### config.mk
export PLATFORM = sky130hd
export DESIGN_NAME = differential_wheel_speed_mixer
export DESIGN_NICKNAME = d
export VERILOG_FILES = /design/src/hw/rtl/dwsm_pkg.sv /design/src/hw/rtl/differential_wheel_speed_mixer.sv
export VERILOG_INCLUDE_DIRS = /design/src /design/src/hw/rtl
export SDC_FILE = /design/constraint.sdc
export NUM_CORES = 1
export LEC_CHECK = 0
export ABC_AREA = 1
export BUFFER_PORTS_ARGS = -buffer_cell sky130_fd_sc_hd__buf_2
export CORE_MARGIN = 1.5
export CORE_UTILIZATION = 59
export CTS_BUF_LIST = sky130_fd_sc_hd__clkbuf_2 sky130_fd_sc_hd__clkbuf_4 sky130_fd_sc_hd__clkbuf_8
export DETAILED_ROUTE_END_ITERATION = 12
export GPL_TIMING_DRIVEN = 0
export HOLD_SLACK_MARGIN = 0.08
export PLACE_DENSITY = 0.81
export SLEW_MARGIN = 10
export SYNTH_ARGS = -nofsm -noshare
export SYNTH_HDL_FRONTEND = slang
export SYNTH_SLANG_ARGS = --single-unit
### constraint.sdc
create_clock -name clk_i -period 15.79 [get_ports clk_i]
set_input_delay 0.7895 -clock clk_i [delete_from_list [all_inputs] [get_ports clk_i]]
set_output_delay 0.7895 -clock clk_i [all_outputs]
set_load 0.05 [all_outputs]
### src/hw/rtl/differential_wheel_speed_mixer_assert.svh
// assertion macros for the differential wheel speed mixer
`ifndef DIFFERENTIAL_WHEEL_SPEED_MIXER_ASSERT_SVH
`define DIFFERENTIAL_WHEEL_SPEED_MIXER_ASSERT_SVH

`ifndef SYNTHESIS

// same-cycle implication, checked out of reset
`define DWSM_ASSERT_NOW(label, ante, cons) \
  label: assert property (@(posedge clk_i) disable iff (!rst_ni) (ante) |-> (cons)) \
    else $error("dwsm same-cycle check failed");

// next-cycle implication, checked out of reset
`define DWSM_ASSERT_NEXT(label, ante, cons) \
  label: assert property (@(posedge clk_i) disable iff (!rst_ni) (ante) |=> (cons)) \
    else $error("dwsm next-cycle check failed");

`else

`define DWSM_ASSERT_NOW(label, ante, cons)
`define DWSM_ASSERT_NEXT(label, ante, cons)

`endif

`endif

### src/hw/rtl/dwsm_pkg.sv
// constants, types and arithmetic helpers of the wheel speed mixer
package dwsm_pkg;

  localparam int unsigned CmdW   = 2;
  localparam int unsigned SpeedW = 10;
  localparam int unsigned DeltaW = 11;
  localparam int unsigned WheelW = 9;
  localparam int unsigned AchW   = 10;
  localparam int unsigned MaxW   = 8;
  localparam int unsigned CalcW  = 12;

  localparam logic [MaxW-1:0] MaxSpeedReset = 8'd128;

  // command codes
  localparam logic [CmdW-1:0] CMD_SET_SPEED = 2'd0;
  localparam logic [CmdW-1:0] CMD_SET_DELTA = 2'd1;
  localparam logic [CmdW-1:0] CMD_STOP      = 2'd2;

  typedef logic signed [CalcW-1:0] calc_t;

  // limit a value to [lo, hi]
  function automatic calc_t clamp(calc_t v, calc_t lo, calc_t hi);
    calc_t r;
    r = v;
    if (v < lo) r = lo;
    else if (v > hi) r = hi;
    return r;
  endfunction

  // magnitude
  function automatic calc_t absv(calc_t v);
    return (v < 0) ? -v : v;
  endfunction

  // halving that truncates toward zero
  function automatic calc_t half(calc_t v);
    calc_t t;
    t = v + {{(CalcW-1){1'b0}}, v[CalcW-1]};
    return t >>> 1;
  endfunction

endpackage

### src/hw/rtl/differential_wheel_speed_mixer.sv
// Differential wheel speed mixer: top level
//
// Keeps left, right and average wheel speeds (ticks per second). Each input
// transaction carries a command: set average speed, set right-minus-left
// difference, or stop. Results are limited to the configured max speed.
// Input channel: in_valid_i / in_ready_o with cmd_i, speed_i, delta_i.
// Output channel: out_valid_o / out_ready_i with left, right and average
// speed and the achieved value (difference kept or average kept).
// Config channel: cfg_valid_i / cfg_ready_o with cfg_max_speed_i; always
// ready; the user must write it only while no transaction is in flight,
// which the block does not enforce. Input accept loads the input register,
// and one combinational pass feeds the result and wheel state registers.
// Throughput: one transaction per cycle while the output is taken; each
// command sees the previous outcome; the result register holds the speeds.
// Reset: speeds clear to zero, max speed returns to 128, both stages empty.
// Stall: a held output blocks the pass; the input register still takes one
// more transaction, then in_ready_o drops until the output is taken.
`include "differential_wheel_speed_mixer_assert.svh"

module differential_wheel_speed_mixer
  import dwsm_pkg::*;
(
  input  logic                     clk_i,
  input  logic                     rst_ni,
  // command channel
  input  logic                     in_valid_i,
  output logic                     in_ready_o,
  input  logic [CmdW-1:0]          cmd_i,
  input  logic signed [SpeedW-1:0] speed_i,
  input  logic signed [DeltaW-1:0] delta_i,
  // result channel
  output logic                     out_valid_o,
  input  logic                     out_ready_i,
  output logic signed [WheelW-1:0] left_speed_o,
  output logic signed [WheelW-1:0] right_speed_o,
  output logic signed [WheelW-1:0] average_speed_o,
  output logic signed [AchW-1:0]   achieved_o,
  // configuration channel
  input  logic                     cfg_valid_i,
  output logic                     cfg_ready_o,
  input  logic [MaxW-1:0]          cfg_max_speed_i
);

  // input stage
  logic                     in_valid_q;
  logic [CmdW-1:0]          cmd_q;
  logic signed [SpeedW-1:0] speed_q;
  logic signed [DeltaW-1:0] delta_q;

  // result stage, doubles as the wheel state
  logic                     out_valid_q;
  logic signed [WheelW-1:0] left_q, left_d;
  logic signed [WheelW-1:0] right_q, right_d;
  logic signed [WheelW-1:0] mean_q, mean_d;
  logic signed [AchW-1:0]   ach_q, ach_d;

  logic [MaxW-1:0] max_speed_q;

  logic  advance;
  calc_t m, m2;
  calc_t cur_l, cur_r, cur_mean;
  calc_t req_s, req_d;
  calc_t s_c, hi_s, d_s, r_s, l_s;
  calc_t d_c, hd, hi_d, avg_c, r_d, l_d;
  calc_t new_l, new_r, new_mean, new_ach;

  // pipeline control
  assign advance     = in_valid_q && (!out_valid_q || out_ready_i);
  assign in_ready_o  = !in_valid_q || advance;
  assign cfg_ready_o = 1'b1;

  // operand extension
  assign m        = {{(CalcW-MaxW){1'b0}}, max_speed_q};
  assign m2       = m <<< 1;
  assign cur_l    = {{(CalcW-WheelW){left_q[WheelW-1]}}, left_q};
  assign cur_r    = {{(CalcW-WheelW){right_q[WheelW-1]}}, right_q};
  assign cur_mean = {{(CalcW-WheelW){mean_q[WheelW-1]}}, mean_q};
  assign req_s    = {{(CalcW-SpeedW){speed_q[SpeedW-1]}}, speed_q};
  assign req_d    = {{(CalcW-DeltaW){delta_q[DeltaW-1]}}, delta_q};

  // set speed: keep the difference, shrunk to fit the limit
  always_comb begin
    s_c  = clamp(req_s, -m, m);
    hi_s = (m - absv(s_c)) <<< 1;
    d_s  = clamp(cur_r - cur_l, -hi_s, hi_s);
    r_s  = s_c + half(d_s);
    l_s  = clamp(r_s - d_s, -m, m);
  end

  // set delta: keep the average, lowered to fit the limit
  always_comb begin
    d_c   = clamp(req_d, -m2, m2);
    hd    = half(d_c);
    hi_d  = m - absv(hd);
    avg_c = clamp(cur_mean, -hi_d, hi_d);
    r_d   = avg_c + hd;
    l_d   = clamp(r_d - d_c, -m, m);
  end

  // command select
  always_comb begin
    new_l    = cur_l;
    new_r    = cur_r;
    new_mean = cur_mean;
    new_ach  = '0;
    case (cmd_q)
      CMD_SET_SPEED: begin
        new_l    = l_s;
        new_r    = r_s;
        new_mean = half(l_s + r_s);
        new_ach  = d_s;
      end
      CMD_SET_DELTA: begin
        new_l    = l_d;
        new_r    = r_d;
        new_mean = half(l_d + r_d);
        new_ach  = new_mean;
      end
      CMD_STOP: begin
        new_l    = '0;
        new_r    = '0;
        new_mean = '0;
        new_ach  = '0;
      end
      default: begin
        new_ach = '0;
      end
    endcase
    left_d  = new_l[WheelW-1:0];
    right_d = new_r[WheelW-1:0];
    mean_d  = new_mean[WheelW-1:0];
    ach_d   = new_ach[AchW-1:0];
  end

  // input register
  always_ff @(posedge clk_i or negedge rst_ni) begin
    if (!rst_ni) begin
      in_valid_q <= 1'b0;
    end else if (in_ready_o) begin
      in_valid_q <= in_valid_i;
    end
  end

  always_ff @(posedge clk_i) begin
    if (in_valid_i && in_ready_o) begin
      cmd_q   <= cmd_i;
      speed_q <= speed_i;
      delta_q <= delta_i;
    end
  end

  // result and wheel state registers
  always_ff @(posedge clk_i or negedge rst_ni) begin
    if (!rst_ni) begin
      out_valid_q <= 1'b0;
      left_q      <= '0;
      right_q     <= '0;
      mean_q      <= '0;
      ach_q       <= '0;
    end else begin
      if (advance) begin
        out_valid_q <= 1'b1;
        left_q      <= left_d;
        right_q     <= right_d;
        mean_q      <= mean_d;
        ach_q       <= ach_d;
      end else if (out_ready_i) begin
        out_valid_q <= 1'b0;
      end
    end
  end

  // max speed register
  always_ff @(posedge clk_i or negedge rst_ni) begin
    if (!rst_ni) begin
      max_speed_q <= MaxSpeedReset;
    end else if (cfg_valid_i && cfg_ready_o) begin
      max_speed_q <= cfg_max_speed_i;
    end
  end

  assign out_valid_o     = out_valid_q;
  assign left_speed_o    = left_q;
  assign right_speed_o   = right_q;
  assign average_speed_o = mean_q;
  assign achieved_o      = ach_q;

  // checks
  `DWSM_ASSERT_NOW(a_ready_only_when_full, !in_ready_o, in_valid_q && out_valid_q)
  `DWSM_ASSERT_NEXT(a_stop_clears, advance && (cmd_q == CMD_STOP),
                    left_q == '0 && right_q == '0 && mean_q == '0 && ach_q == '0)
  `DWSM_ASSERT_NOW(a_achieved_range, out_valid_o,
                   achieved_o >= -10'sd510 && achieved_o <= 10'sd510)

endmodule

==> flow_metrics.py <==
metrics = {
    "layout": {
        "diodes": 0,
        "nNetsFinal": 2397,
        "area_growth_pct": 31.48,
        "drive_above_1_share_pct": 29.53,
        "layout_common_cells": "nand2_1, inv_1, ha_1",
        "utilization_pct": 79.25,
        "final_common_cell": "nand2_1",
    },
    "detailed_routing": {
        "dr.pass1.iters": 7,
        "vias_per_cell": 6.113,
        "drc": 0,
        "final_antenna_net_count": 0,
        "wl_per_cell_microns": 19.75,
        "wl_microns": 47840,
        "drt_iter0_drc": 1846,
        "vias": 14810,
    },
    "setup_path": {
        "critical_path.max_fanout": 8,
        "cp.arrival_ps": 16090,
        "cp-end-kind": "register",
        "cpPeakStageDelay_ps": 450,
        "r2r-start": "max_speed_q[0]",
        "rrSetupSlack_ps": -30,
        "cp.required_ps": 16070,
        "timing.rr.end": "average_speed_o[7]",
        "crit_path_top_delay_cell": "dfrtp_2",
        "path_common_cell": "nand2_1",
        "worstSetupPathType": "reg2reg",
        "rr_worst_depth": 117,
        "setup.worst_path.start_class": "register",
    },
    "timing": {
        "finalHoldViolations": 0,
        "slew_headroom_pct": 26.51,
        "min_period_ps": 15820,
        "worstMarginPinSlew_ps": 1101,
        "clock.fmax_mhz": 63.23,
        "setup_viol": 2,
        "setup_slack_ps": -25.74,
        "finalMaxSlewViolations": 0,
        "fin_crit_sh_pct": 100.2,
        "skew_ps": 18.81,
    },
    "global_routing": {
        "use_met2_pct": 56.82,
        "grt_max_degree": 48,
        "busiest_layer": "met2",
        "grt_pass1_wl_microns": 62760,
        "grt_pass1_vias": 12380,
        "antenna_found_initial": 0,
        "grt_use_met3_pct": 5.457,
        "gr-usage-met1_pct": 48.00,
        "grt_util_all_layers_pct": 35.93,
        "grt.overflow.total": 0,
    },
    "clocking": {
        "clock-sinks": 70,
        "htreeDepth": 3,
        "cts-root-buf": "clkbuf_8",
        "clockBufferDepth": 2,
        "cts_hold_buffers": 0,
        "worstSkewPairLatency_ps": 390,
        "cts_made_buffers": 9,
        "clk_pin_slew_worst_paths_ps": 90,
        "cts_tree": "built",
    },
    "synthesis": {
        "synth_edf_count": 23,
        "ys_seq_elements": 70,
        "syn_nets": 2142,
        "postSynthCellCount": 1887,
        "synth_ff_type": "dfrtp_1",
        "synth.distinct_cells": 65,
        "async_reset_ff_share_pct": 67.14,
        "ys_warn_count": 0,
        "syn-cell-area_sq_um": 12670,
        "avgSynthCellArea_sq_um": 6.714,
        "seq_area_frac_synth_pct": 14.74,
    },
    "floorplan": {
        "core_area_sq_um": 21020,
        "num_rows": 53,
        "dieWidth_microns": 149.5,
        "io_pins": 76,
        "initial_utilization_pct": 60.27,
        "fp.dieH_microns": 149.5,
        "dieArea_sq_um": 22360,
    },
    "placement": {
        "dp_hpwl_microns": 31530,
        "pre_cts_ws_ps": -3681,
        "gp_congestion": 0.9626,
        "port-buffer-count": 74,
    },
    "run_status": {
        "status": "finished with violations",
        "violations": "setup timing",
    },
    "flow_run": {
        "maxCapViolCount": 0,
    },
    "hold_path": {
        "hold_class": "in2async",
    },
}
[timing repair]
item | in CTS | in global routing
pin swaps | 25 | 189
resized for setup | 108 | 300
setup buffers | 36 | 132
cloned | 0 | 3
endpoints found under the setup margin | 19 | 19
[per-layer routing]
metal / up-vias / routed length [microns]
li1: 6777 / -
met1: 6753 / 18540
met2: 995 / 21170
met3: 280 / 4890
met4: 0 / 3240
met5: - / 0
[per-stage QoR]
step | std cells | hold slack (ps) | setup TNS [ps] | area [sq um]
final | 2422 | 426.2 | -49.29 | 16660
after global routing | 2422 | 464.5 | -3159 | 16660
after CTS | 2288 | 482.7 | 0 | 14260
after detailed placement | 2236 | 461.0 | -52880 | 13380
after global placement | 2236 | 458.2 | -45110 | 13380
after floorplan | 1887 | 493.9 | 0 | 12670
[kinds of logic after synthesis]
logic type,share of synthesized area [%]
compound gates,17.04
mux,0.1580
fa+ha+maj,22.16
buf+inv,10.18
simple gates,28.22
flops,14.74
xor+xnor,7.466
other cells,0.02960
[how the worst max path moves through the flow]
stage	from	end	slack, ps	depth (start not counted)
2_1_floorplan	max_speed_q[1]	achieved_o[9]	110	112
6_report	max_speed_q[0]	average_speed_o[7]	-30	117
5_1_grt	max_speed_q[1]	achieved_o[9]	-690	118
3_3_place_gp	max_speed_q[1]	achieved_o[9]	-3210	111
4_1_cts	max_speed_q[0]	average_speed_o[7]	0.4	101
3_5_place_dp	max_speed_q[1]	achieved_o[9]	-3680	111
[cell usage after synthesis (19+ instances only)]
cell type | number | area [sq um]
o21bai_1 | 24 | 180.2
xnor2_1 | 30 | 262.8
a21oi_1 | 127 | 635.6
nor2_1 | 115 | 431.7
edfxtp_1 | 23 | 690.7
ha_1 | 210 | 2628
nand4_1 | 19 | 118.9
o21ai_1 | 24 | 120.1
nand2_2 | 28 | 175.2
nand3_1 | 108 | 540.5
inv_1 | 295 | 1107
xor2_1 | 78 | 683.2
o211ai_1 | 22 | 165.2
o21ai_0 | 93 | 465.5
nand2_1 | 435 | 1633
dfrtp_1 | 46 | 1151
[flip-flops by register name, indices dropped and copies added (netlist names)]
name,flops
out_valid_o,1
speed_q,10
average_speed_o,9
max_speed_q,8
in_valid_q,1
achieved_o,10
right_speed_o,9
left_speed_o,9
cmd_q,2
delta_q,11
[layout make-up]
class / instances / area [sq um]
Buffer: 24 / 155.1
Clock buffer: 9 / 123.9
Clock inverter: 7 / 70.07
Fill cell: 1395 / 4363
Inverter: 310 / 1220
Multi-Input combinational cell: 1484 / 11130
Sequential cell: 70 / 1881
Tap cell: 275 / 344.1
Timing Repair Buffer: 243 / 1735
[critical path, delay by kind of cell (launching register included)]
family / cells / cell delay (ps)
adders and majority gates: 9 / 2410
AOI/OAI and AO/OA: 25 / 3880
DFF: 1 / 450
and+or+nand+nor: 54 / 5980
buffers and inverters: 26 / 2330
xor gates and xnor gates: 3 / 660
Power is not shown: default switching activity piles up to over one toggle a cycle in this logic, so the estimate is an artifact.
